## src/hw/rtl/xtkd_pkg.sv

```systemverilog
// Shared types and constants for the xorshift table key derivation block.
// Used by the channel interfaces, the generator and the top level.
// No dependencies.
`timescale 1ns / 1ps

package xtkd_pkg;

	// Request type codes.
	localparam logic REQ_TABLE = 1'b0;
	localparam logic REQ_SEED  = 1'b1;

	// Key table geometry.
	localparam int TABLE_DEPTH = 64;
	localparam int TABLE_AW    = 6;
	localparam int WORD_BITS   = 32;

	// Key geometry: four words, sixteen bytes, two draws per byte.
	localparam int KEY_WORDS = 4;
	localparam int KEY_BITS  = KEY_WORDS * WORD_BITS;
	localparam int ACC_BITS  = KEY_BITS - 8;
	localparam int CNT_BITS  = 5;
	localparam logic [CNT_BITS-1:0] CNT_LAST = 5'd31;

	// Generator shifts and the default seed used for an all-zero seed.
	localparam int SHIFT_A = 11;
	localparam int SHIFT_B = 8;
	localparam int SHIFT_C = 19;
	localparam logic [31:0] SEED_DEF_0 = 32'h0000_0001;
	localparam logic [31:0] SEED_DEF_1 = 32'h6C07_8967;
	localparam logic [31:0] SEED_DEF_2 = 32'h714A_CB41;
	localparam logic [31:0] SEED_DEF_3 = 32'h4807_7044;

	// Sequencer state codes.
	localparam logic ST_IDLE = 1'b0;
	localparam logic ST_RUN  = 1'b1;

	// Request payload.
	typedef struct packed {
		logic        req_type;
		logic [5:0]  table_index;
		logic [31:0] table_word;
		logic [31:0] seed_word_0;
		logic [31:0] seed_word_1;
		logic [31:0] seed_word_2;
		logic [31:0] seed_word_3;
	} req_t;

	// Result payload.
	typedef struct packed {
		logic [31:0] key_word_0;
		logic [31:0] key_word_1;
		logic [31:0] key_word_2;
		logic [31:0] key_word_3;
	} key_t;

	// Control from the sequencer to the generator.
	typedef struct packed {
		logic load;
		logic step;
	} gen_ctrl_t;

endpackage

```

## src/hw/rtl/xtkd_if.sv

```systemverilog
// Valid/ready channel interfaces for requests and derived keys.
// Depends on xtkd_pkg for the payload types.
`timescale 1ns / 1ps

interface xtkd_req_if import xtkd_pkg::*; ();
	logic valid;
	logic ready;
	req_t data;

	modport source (output valid, output data, input ready);
	modport sink   (input valid, input data, output ready);
endinterface

interface xtkd_key_if import xtkd_pkg::*; ();
	logic valid;
	logic ready;
	key_t data;

	modport source (output valid, output data, input ready);
	modport sink   (input valid, input data, output ready);
endinterface

```

## src/hw/rtl/xorshift_table_key_derivation_top.sv

```systemverilog
// Top level of the xorshift table key derivation block.
// Depends on xtkd_pkg, xtkd_if, xtkd_ram and xtkd_gen.
`timescale 1ns / 1ps

// Usage:
// The req channel carries two kinds of transaction. A table transaction
// (req_type 0) writes table_word into entry table_index of the 64-word key
// table and gives no result. A seed transaction (req_type 1) loads the
// xorshift128 generator with the four seed words (an all-zero seed selects
// the built-in default seed) and derives a 128-bit key. Each key byte takes
// two generator draws, one per cycle but for the last draw of a key, which
// can wait for the receiver: the first picks a table word through the table
// RAM read port, the second picks the byte lane of the registered read data.
// The result appears on the key channel in the cycle after the last draw,
// key_word_0 holding the first four bytes, first byte highest.
// The block takes no request while a derivation runs; it takes the next one
// as soon as the derivation ends, even while the finished key waits in the
// output register. If the receiver still holds off an older key at the end of
// a derivation, the last draw waits until that key is taken.
// Reset clears the sequencer, the generator state and the output valid flag;
// table entries stay undefined until written.

module xorshift_table_key_derivation_top import xtkd_pkg::*; (
	input  logic      clk,
	input  logic      arst_n,
	xtkd_req_if.sink  req,
	xtkd_key_if.source key
);

	logic                state_q;
	logic [CNT_BITS-1:0] cnt_q;
	logic [ACC_BITS-1:0] acc_q;
	logic                key_valid_q;
	key_t                key_data_q;

	logic                req_acc;
	logic                seed_acc;
	logic                table_acc;
	logic                last_draw;
	logic                advance;
	logic                byte_phase;
	logic [31:0]         draw;
	logic [31:0]         rd_data;
	logic [7:0]          sel_byte;
	gen_ctrl_t           gen_ctrl;

	// Request handshake.
	assign req.ready = (state_q == ST_IDLE);
	assign req_acc   = req.valid && req.ready;
	assign seed_acc  = req_acc && (req.data.req_type == REQ_SEED);
	assign table_acc = req_acc && (req.data.req_type == REQ_TABLE);

	// The last draw waits for room in the output register.
	assign last_draw  = (cnt_q == CNT_LAST);
	assign advance    = (state_q == ST_RUN) && !(last_draw && key_valid_q && !key.ready);
	assign byte_phase = cnt_q[0];

	assign gen_ctrl.load = seed_acc;
	assign gen_ctrl.step = advance;

	xtkd_gen u_gen (
		.clk    (clk),
		.arst_n (arst_n),
		.ctrl   (gen_ctrl),
		.seed_0 (req.data.seed_word_0),
		.seed_1 (req.data.seed_word_1),
		.seed_2 (req.data.seed_word_2),
		.seed_3 (req.data.seed_word_3),
		.draw   (draw)
	);

	// Key table; the first draw of a byte addresses the read port.
	xtkd_ram #(
		.WIDTH (WORD_BITS),
		.DEPTH (TABLE_DEPTH)
	) u_table (
		.clk   (clk),
		.we    (table_acc),
		.waddr (req.data.table_index),
		.wdata (req.data.table_word),
		.re    (advance && !byte_phase),
		.raddr (draw[31:32-TABLE_AW]),
		.rdata (rd_data)
	);

	// The second draw picks the byte lane of the table word.
	always_comb begin
		unique case (draw[31:30])
			2'd0:    sel_byte = rd_data[7:0];
			2'd1:    sel_byte = rd_data[15:8];
			2'd2:    sel_byte = rd_data[23:16];
			default: sel_byte = rd_data[31:24];
		endcase
	end

	// Sequencer: draw counter and run state.
	always_ff @(posedge clk or negedge arst_n) begin
		if (!arst_n) begin
			state_q <= ST_IDLE;
			cnt_q   <= '0;
		end else if (seed_acc) begin
			state_q <= ST_RUN;
			cnt_q   <= '0;
		end else if (advance) begin
			cnt_q <= CNT_BITS'(cnt_q + 1'b1);
			if (last_draw) begin
				state_q <= ST_IDLE;
			end
		end
	end

	// Byte accumulator, shifted on every second draw.
	always_ff @(posedge clk) begin
		if (advance && byte_phase) begin
			acc_q <= {acc_q[ACC_BITS-9:0], sel_byte};
		end
	end

	// Output register.
	always_ff @(posedge clk or negedge arst_n) begin
		if (!arst_n) begin
			key_valid_q <= 1'b0;
		end else if (advance && last_draw) begin
			key_valid_q <= 1'b1;
		end else if (key.ready) begin
			key_valid_q <= 1'b0;
		end
	end

	always_ff @(posedge clk) begin
		if (advance && last_draw) begin
			key_data_q <= key_t'({acc_q, sel_byte});
		end
	end

	assign key.valid = key_valid_q;
	assign key.data  = key_data_q;

	// A seed transaction starts a derivation.
	a_seed_starts: assert property (@(posedge clk) disable iff (!arst_n)
		seed_acc |=> (state_q == ST_RUN) && (cnt_q == '0))
		else $error("derivation did not start after a seed transaction");

	// A table transaction never starts a derivation.
	a_table_idle: assert property (@(posedge clk) disable iff (!arst_n)
		table_acc |=> (state_q == ST_IDLE))
		else $error("table transaction left the sequencer running");

	// A key becomes valid only right after the last draw.
	a_key_after_last: assert property (@(posedge clk) disable iff (!arst_n)
		$rose(key_valid_q) |-> $past(advance && last_draw))
		else $error("key became valid without a completed derivation");

	// The draw counter is zero whenever the sequencer is idle.
	a_cnt_idle: assert property (@(posedge clk) disable iff (!arst_n)
		(state_q == ST_IDLE) |-> (cnt_q == '0))
		else $error("draw counter nonzero while idle");

	// A finished key is never overwritten while it waits.
	a_no_overwrite: assert property (@(posedge clk) disable iff (!arst_n)
		(key_valid_q && !key.ready) |-> !(advance && last_draw))
		else $error("pending key overwritten");

endmodule

```

## src/hw/rtl/xtkd_ram.sv

```systemverilog
// Generic single-write, single-read RAM with a registered, enabled read port.
// Depends on nothing but its parameters.
`timescale 1ns / 1ps

module xtkd_ram #(
	parameter int WIDTH = 32,
	parameter int DEPTH = 64
) (
	input  logic                     clk,
	input  logic                     we,
	input  logic [$clog2(DEPTH)-1:0] waddr,
	input  logic [WIDTH-1:0]         wdata,
	input  logic                     re,
	input  logic [$clog2(DEPTH)-1:0] raddr,
	output logic [WIDTH-1:0]         rdata
);

	logic [WIDTH-1:0] mem_q [DEPTH];

	// Write port.
	always_ff @(posedge clk) begin
		if (we) begin
			mem_q[waddr] <= wdata;
		end
	end

	// Read port; the data register holds its value while no read is issued.
	always_ff @(posedge clk) begin
		if (re) begin
			rdata <= mem_q[raddr];
		end
	end

endmodule

```

## src/hw/rtl/xtkd_gen.sv

```systemverilog
// xorshift128 generator: four state words and one shared step unit.
// Depends on xtkd_pkg for shifts, default seed and the control struct.
`timescale 1ns / 1ps

module xtkd_gen import xtkd_pkg::*; (
	input  logic        clk,
	input  logic        arst_n,
	input  gen_ctrl_t   ctrl,
	input  logic [31:0] seed_0,
	input  logic [31:0] seed_1,
	input  logic [31:0] seed_2,
	input  logic [31:0] seed_3,
	output logic [31:0] draw
);

	logic [31:0] s0_q, s1_q, s2_q, s3_q;
	logic [31:0] t_a, t_b;
	logic        seed_zero;

	// One generator step, evaluated from the current state.
	always_comb begin
		t_a  = s0_q ^ (s0_q << SHIFT_A);
		t_b  = t_a ^ (t_a >> SHIFT_B);
		draw = t_b ^ s3_q ^ (s3_q >> SHIFT_C);
	end

	assign seed_zero = ((seed_0 | seed_1 | seed_2 | seed_3) == 32'd0);

	// State words: loaded from the seed, or rotated by one step.
	always_ff @(posedge clk or negedge arst_n) begin
		if (!arst_n) begin
			s0_q <= 32'd0;
			s1_q <= 32'd0;
			s2_q <= 32'd0;
			s3_q <= 32'd0;
		end else if (ctrl.load) begin
			s0_q <= seed_zero ? SEED_DEF_0 : seed_0;
			s1_q <= seed_zero ? SEED_DEF_1 : seed_1;
			s2_q <= seed_zero ? SEED_DEF_2 : seed_2;
			s3_q <= seed_zero ? SEED_DEF_3 : seed_3;
		end else if (ctrl.step) begin
			s0_q <= s1_q;
			s1_q <= s2_q;
			s2_q <= s3_q;
			s3_q <= draw;
		end
	end

endmodule

```

## src/flat_wrapper.sv

```systemverilog
// flat-port wrapper written by rule: the top's interface ports become plain ports
module xorshift_table_key_derivation_top_flat import xtkd_pkg::*;
  (clk, arst_n, req_valid, req_data, req_ready, key_valid, key_data, key_ready);
  xtkd_req_if req_i ();
  xtkd_key_if key_i ();
  input  logic clk;
  input  logic arst_n;
  input wire logic [$bits(req_i.valid)-1:0] req_valid;
  input wire logic [$bits(req_i.data)-1:0] req_data;
  output wire logic [$bits(req_i.ready)-1:0] req_ready;
  output wire logic [$bits(key_i.valid)-1:0] key_valid;
  output wire logic [$bits(key_i.data)-1:0] key_data;
  input wire logic [$bits(key_i.ready)-1:0] key_ready;
  assign req_i.valid = req_valid;
  assign req_i.data = req_data;
  assign req_ready = req_i.ready;
  assign key_valid = key_i.valid;
  assign key_data = key_i.data;
  assign key_i.ready = key_ready;
  xorshift_table_key_derivation_top u_core (.clk(clk), .arst_n(arst_n), .req(req_i), .key(key_i));
endmodule
```

## config.mk

```make
export PLATFORM = sky130hd
export DESIGN_NAME = xorshift_table_key_derivation_top_flat
export DESIGN_NICKNAME = d
export VERILOG_FILES = /design/src/hw/rtl/xtkd_pkg.sv /design/src/hw/rtl/xtkd_if.sv /design/src/hw/rtl/xorshift_table_key_derivation_top.sv /design/src/hw/rtl/xtkd_ram.sv /design/src/hw/rtl/xtkd_gen.sv /design/src/flat_wrapper.sv
export SDC_FILE = /design/constraint.sdc
export NUM_CORES = 2
export LEC_CHECK = 0
export BUFFER_PORTS_ARGS = -buffer_cell sky130_fd_sc_hd__clkbuf_2
export CAP_MARGIN = 40
export CORE_AREA = 5 5 530 532
export CTS_CLUSTER_DIAMETER = 40
export DETAILED_ROUTE_END_ITERATION = 8
export DIE_AREA = 0 0 535 537
export GPL_ROUTABILITY_DRIVEN = 0
export HOLD_SLACK_MARGIN = 0.1
export PLACE_DENSITY = 0.57
export SYNTH_ARGS = -nofsm -noshare
export SYNTH_HDL_FRONTEND = slang
export SYNTH_SLANG_ARGS = --single-unit
export TNS_END_PERCENT = 5
```

## constraint.sdc

```tcl
create_clock -name clk -period 5.4 [get_ports clk]
set_input_delay 0.27 -clock clk [delete_from_list [all_inputs] [get_ports clk]]
set_output_delay 0.27 -clock clk [all_outputs]
set_load 0.005 [all_outputs]
```

* Yosys cells after proc, flatten, opt, wreduce, memory -nomap -nowiden
Memories as Yosys holds them, arrays and structs flattened. A register that Yosys moved wholly into a read port is not among the register bits.
Cells that the tools add are included.
** Word-level totals
- Bits in latches :: 0
- Memories :: 1
- Input port bits :: 171
- Bits in writable memories :: 2048
- Memory bits (read-only) :: 0
- Register bits :: 383
** Memory list
- u_core.u_table.mem_q :: words 64, bits a word 32, read ports 1, clocked after memory_dff 1, wr ports 1, RTL line xtkd_ram.sv:18 : logic [WIDTH-1:0] mem_q [DEPTH];
** Operators by class
- Divide/modulo/power cells :: 0
- Bitwise operators :: 9
- $mul :: 0
- Shift operators :: 0
- Reduce and logical (&&, ||, !) cells :: 18
- Mux-type cells :: 22
- Magnitude comparators :: 0
- Add/sub/neg operators :: 1
- Equality and inequality tests :: 3
** Operator list (count)
- 32-bit 2-to-1 mux :: 12
- 32-bit OR :: 3
- 32-bit XOR :: 2
- 32-bit logical NOT :: 1
- 32-bit by 13-bit XOR with 32-bit output :: 1
- 32-bit by 24-bit XOR with 32-bit output :: 1
- 8-bit case mux with 3 select lines :: 1
- 5-bit 2-to-1 mux :: 2
- 1-bit logical AND :: 9
- 1-bit 2-to-1 mux :: 7
- 2-bit nonzero test :: 3
- 5-bit by 1-bit adder with 5-bit output (second input constant) :: 1
- 5-bit == test (second input constant) :: 1
- 1-bit logical NOT :: 3
- 2-bit by 1-bit == test with 1-bit output (second input constant) :: 1
- 2-bit == test (second input constant) :: 1
- 2-bit logical NOT :: 1
- 1-bit inverter :: 2
- 2-bit AND reduction :: 1

* Logic depth before layout (Yosys ltp)
- Depth in word-level cells :: 7
- Gate-level depth with buffers :: 11
- Mapped depth without buffers :: 8

* Hierarchy
A second synthesis with hierarchy kept.
** Second synthesis, totals
- Cell total of the unflattened synthesis :: 4371
- Area, all modules :: 93995.1 µm²
** Modules (own cells, without submodules)
- xtkd_ram :: cells an instance 3324, sequential area each 62459.9 µm², times used 1, area an instance 78835.6 µm²
- xorshift_table_key_derivation_top :: cells an instance 301, sequential area each 7622.3 µm², times used 1, area an instance 8023.9 µm²
- xtkd_gen :: cells an instance 746, sequential area each 3203.1 µm², times used 1, area an instance 7135.6 µm²

* Least setup slack after synthesis
No wires, ideal clock.
- Kind :: reg2reg
- From :: register u_core.cnt_q[0]
- To :: register u_core.key_data_q (netlist bit u_core.key.data[0]), enable pin
- Setup slack :: 648 ps
- Path buffers :: 2
- Arrival time :: 4271 ps
- Stages on the path, launching flop included :: 9
- Cell sequence :: dfrtp_1 > ha_1 > and3_1 > ha_1 > a21oi_1 > clkbuf_1 > clkbuf_1 > nand2_1 > inv_1
** Between the ends
- Cells in the longest elaborated chain, start to end :: 6
** RTL lines
- start: declaration :: RTL line xorshift_table_key_derivation_top.sv:31 : logic [CNT_BITS-1:0] cnt_q;
- start signal: assignment :: RTL line xorshift_table_key_derivation_top.sv:105 : cnt_q <= CNT_BITS'(cnt_q + 1'b1);
- 5-bit == test (*) :: RTL line xorshift_table_key_derivation_top.sv:54 : assign last_draw = (cnt_q == CNT_LAST);
- 1-bit logical AND (2 in a row) :: RTL line xorshift_table_key_derivation_top.sv:55 : assign advance = (state_q == ST_RUN) && !(last_draw && key_valid_q && !key.ready);
- 1-bit logical NOT :: RTL line xorshift_table_key_derivation_top.sv:55
- 1-bit logical AND :: RTL line xorshift_table_key_derivation_top.sv:55
- 1-bit logical AND (*) :: RTL line xorshift_table_key_derivation_top.sv:131 : if (advance && last_draw) begin
- end signal: assignment :: RTL line xorshift_table_key_derivation_top.sv:132 : key_data_q <= key_t'({acc_q, sel_byte});
- end: declaration :: RTL line xorshift_table_key_derivation_top.sv:34 : key_t key_data_q;
Every way passes the cells marked *; elsewhere a longest branch is shown, timed or not.
A chain may end at the register's enable or synchronous reset.

* Worst setup path in the final report
- From :: register u_core.u_gen.s0_q[27]
- To :: register u_core.u_table.rdata[24] (read register of u_core.u_table.mem_q), data pin
** Between the ends
- Cells in the longest elaborated chain, start to end :: 4
** RTL lines
- start: declaration :: RTL line xtkd_gen.sv:16 : logic [31:0] s0_q, s1_q, s2_q, s3_q;
- start signal: assignment :: RTL line xtkd_gen.sv:37 : s0_q <= seed_zero ? SEED_DEF_0 : seed_0;
- start signal: assignment :: RTL line xtkd_gen.sv:42 : s0_q <= s1_q;
- 32-bit XOR :: RTL line xtkd_gen.sv:22 : t_a = s0_q ^ (s0_q << SHIFT_A);
- 32-bit by 24-bit XOR with 32-bit output :: RTL line xtkd_gen.sv:23 : t_b = t_a ^ (t_a >> SHIFT_B);
- 32-bit XOR :: RTL line xtkd_gen.sv:24 : draw = t_b ^ s3_q ^ (s3_q >> SHIFT_C);
- 32-bit by 13-bit XOR with 32-bit output :: RTL line xtkd_gen.sv:24
- end: declaration :: RTL line xtkd_ram.sv:15 : output logic [WIDTH-1:0] rdata
No other way between the ends.

==> out/summary.md <==
The violation count after the first detailed-route iteration came out at 7897. The critical path is of the reg -> reg type. The run gives 4 as the maximum clock path buffer count.

The commonest register cell after synthesis is sky130_fd_sc_hd__edfxtp_1. In this run, post-CTS repair resized a total of 0 instances. Of all nets on the critical path, the largest fanout is 38. For the first-pass iteration count of the detailed router, the log shows 6.

The type of the most critical hold path is in -> reg. The first global-routing pass estimated 431 mm of wire. The most common cell after layout, fill and taps aside was sky130_fd_sc_hd__edfxtp_1. The number of slew-limit violations in the final report was 0; the placeable core region was 0.276 mm^2. The worst setup path is captured at a flop.

The number of buffers inserted by hold repair at cts is 178. Wires add up to 297 mm. CTS built an H-tree with a depth of 5. Synthesis inferred 2463 register bits. The slew at the pin closest to its max-slew limit was 976 ps. The worst setup path is launched from a flop. After detailed routing, the number of remaining DRC violations is 0. The number of max-cap violations is 0. The logs give 0.287 mm^2 for the full die area and 0 for the total grt overflow. The share of the cycle needed by the critical path after routing is 0.714, and the routed wire length on met2 is 134 mm. The final critical delay including setup and external delays came out at 3860 ps. The detailed router placed 63.8k vias in this run. The average vias per placed instance was 5.33; the post-synthesis instance area was 0.0959 mm^2. The tree is rooted in a sky130_fd_sc_hd__clkbuf_16. For the final database, setup skew stands at 73.0 ps. For the worst setup path, the data arrival time is 4490 ps. The floorplan has 193 rows.

The worst slew slack as a fraction of its limit was 0.341. During synthesis, Yosys emitted a total of 0 warnings. Once detail routing completed, the nets flagged for antenna violations numbered 0. The tools report the number of failing hold endpoints at the final stage as 0. The effective utilization at floorplan was 0.348; the number of fill cells in the layout was 24.8k. The die width was 535 um. For flop-to-flop paths, the worst setup slack is 1540 ps. The count of cell types in the netlist is 41. Counting every instance in the synthesized netlist gives 7372.

The number of antenna violations at the first check in global routing was 23; the number of buffers inserted to repair setup after CTS was 0. Detailed routing placed a total of 27.8 mm of wire on met3. Setup repair after global routing left no endpoint under its margin. The tools report the via count of the first global-routing pass as 61.2k.

The tools report the placed cell area as 0.104 mm^2. The top metal layer carrying routed signals was met5. Counting every sink on the clock net gives 2463. Share of synthesized registers carrying an async set or reset: 0.0548. The top cell types in the final layout, fill and taps aside, are sky130_fd_sc_hd__edfxtp_1 (2328), sky130_fd_sc_hd__nand2_1 (2127), sky130_fd_sc_hd__nand3_1 (1602), sky130_fd_sc_hd__clkbuf_16 (361), sky130_fd_sc_hd__clkbuf_2 (280). The fraction of final layout cells sized beyond drive strength 1 is 0.149.

TritonCTS built the clock tree. For the worst-skew pair, the clock arrives at the later sink with an insertion delay of 930 ps. The flow ran to the end, and the final reports show no timing, DRC or antenna violations.

The die is 537 um tall. In this run, CTS created clock tree buffers numbering 355. After routing the design area is 0.117 mm^2. The logs give 7545 for the post-synthesis net count and 301 for the I/O pin count. In this run, synthesis inferred 2328 flip-flops with an integrated enable. Clock transition at the register clock pins on the worst setup and hold paths after CTS: 60 ps. The sum of negative setup slack was 0 ps. During placement, the flow inserted port buffers numbering 300. The half-perimeter wire length after detailed placement was 176 mm; the average routed wire per standard cell was 24.8 um. Setup violations remaining at the end of the flow were counted as 0. At the worst endpoint, the required time is 6040 ps. In this run the mean area of a mapped cell was 13.0 um^2. From synthesis to final layout, the design area changed by 22.4%. Sequential-to-total area share from yosys stat: 0.764. For the number of nets at the end of the flow, the log shows 8151.

The logs give 0.200 for the overall track demand over capacity in global routing and 259 MHz for the maximum operating frequency. The sum of routed wire segments on met1 was 124 mm. The tools report the largest net degree at the start of global routing as 113.
==> per-layer routing <==
layer  vias to the layer above  track usage
met5                         -            0
met4                         4       0.0724
met3                       500       0.0397
met2                      3345        0.308
met1                     31800        0.284
li1                      28100            -
==> cells by family (layout without fill, tap and decap cells) <==
logic type | count (synthesis) | count (layout) | share of synthesized area
AOI/OAI and AO/OA | 264 | 264 | 0.0198
and+or+nand+nor | 4058 | 4058 | 0.183
muxes | 11 | 11 | 0.00223
other | 0 | 17 | 0
xor gates and xnor gates | 100 | 100 | 0.00990
adders and majority gates | 2 | 2 | 0.000261
DFF | 2463 | 2463 | 0.764
buffers and inverters | 474 | 1359 | 0.0210
==> worst max-delay path: stages, from the launching register on <==
cell and delay, ps:
sky130_fd_sc_hd__dfrtp_1 460, sky130_fd_sc_hd__xnor2_4 330, sky130_fd_sc_hd__xor2_4 600, sky130_fd_sc_hd__buf_12 320
sky130_fd_sc_hd__buf_4 380, sky130_fd_sc_hd__buf_4 220, sky130_fd_sc_hd__nand3_1 70, sky130_fd_sc_hd__nand3_1 110
sky130_fd_sc_hd__a41oi_1 460, sky130_fd_sc_hd__or4_1 570
==> through the flow <==
stage	util	hold WS, ps	instances	worst slack, ps
2_1_floorplan	-	-25.6	7372	648
3_3_place_gp	0.372	382	11100	1330
3_5_place_dp	0.376	383	11100	1650
4_1_cts	0.426	123	12000	1640
5_1_grt	0.426	163	12000	1460
6_report	0.426	195	12000	1540
==> synth_stat cells (all sizes together), types with 2 or more instances <==
cell    instances  area share
a21oi          21      0.0011
mux4            8      0.0019
edfxtp       2328        0.73
a31oi           4     0.00026
nand2        2130       0.083
o22ai          64      0.0042
ha              2     0.00026
xor2           37      0.0035
nand3b          3     0.00023
buf           226       0.011
dfrtp         135       0.035
nor4           32      0.0021
nor3            7     0.00037
nand2b          3     0.00020
or3b            2     0.00018
inv             3     0.00012
a41oi         128       0.012
nand3        1603       0.084
xnor2          61      0.0060
o211ai          3     0.00023
mux2            3     0.00035
clkbuf        245      0.0096
and3            2     0.00013
nand4           8     0.00052
or4            34      0.0027
nor2          226      0.0088
o21ai          42      0.0022
nor2b           3     0.00020
==> final timing paths <==
kind / startpoint / endpoint / cells after the start
max: u_core.u_gen.s0_q[27] / u_core.u_table.rdata[24] / 9
min: req_data[5] / u_core.u_gen.s3_q[5] / 4
max reg2reg: u_core.u_gen.s0_q[27] / u_core.u_table.rdata[24] / 9
min reg2reg: u_core.acc_q[118] / u_core.key.data[126] / 0
max in group asynchronous: arst_n / u_core.u_gen.s2_q[0] / 4
min in group asynchronous: arst_n / u_core.u_gen.s1_q[4] / 4
==> registers in the layout, indices dropped and copies added, names as in the netlist <==
register and cells:
u_core.u_table.mem_q 2048, u_core.key.data 128, u_core.acc_q 120, u_core.u_gen.s0_q 32, u_core.u_gen.s1_q 32, u_core.u_gen.s2_q 32, u_core.u_gen.s3_q 32, u_core.u_table.rdata 32
u_core.cnt_q 5, u_core.key.valid 1, u_core.state_q 1
==> layout make-up <==
type                       instances  area (um^2)  area share
antenna                           17         42.5    0.000362
multi-input combinational       4435        21200       0.181
clock inverter                   241         2700      0.0230
sequential                      2463        73300       0.624
inverter                           3         13.8    0.000117
tap                             3705         4640      0.0395
timing repair buffer             720         6330      0.0539
clock buffer                     395         9210      0.0784
Power is not shown: default switching activity piles up to over one toggle a cycle in this logic, so the estimate is an artifact.
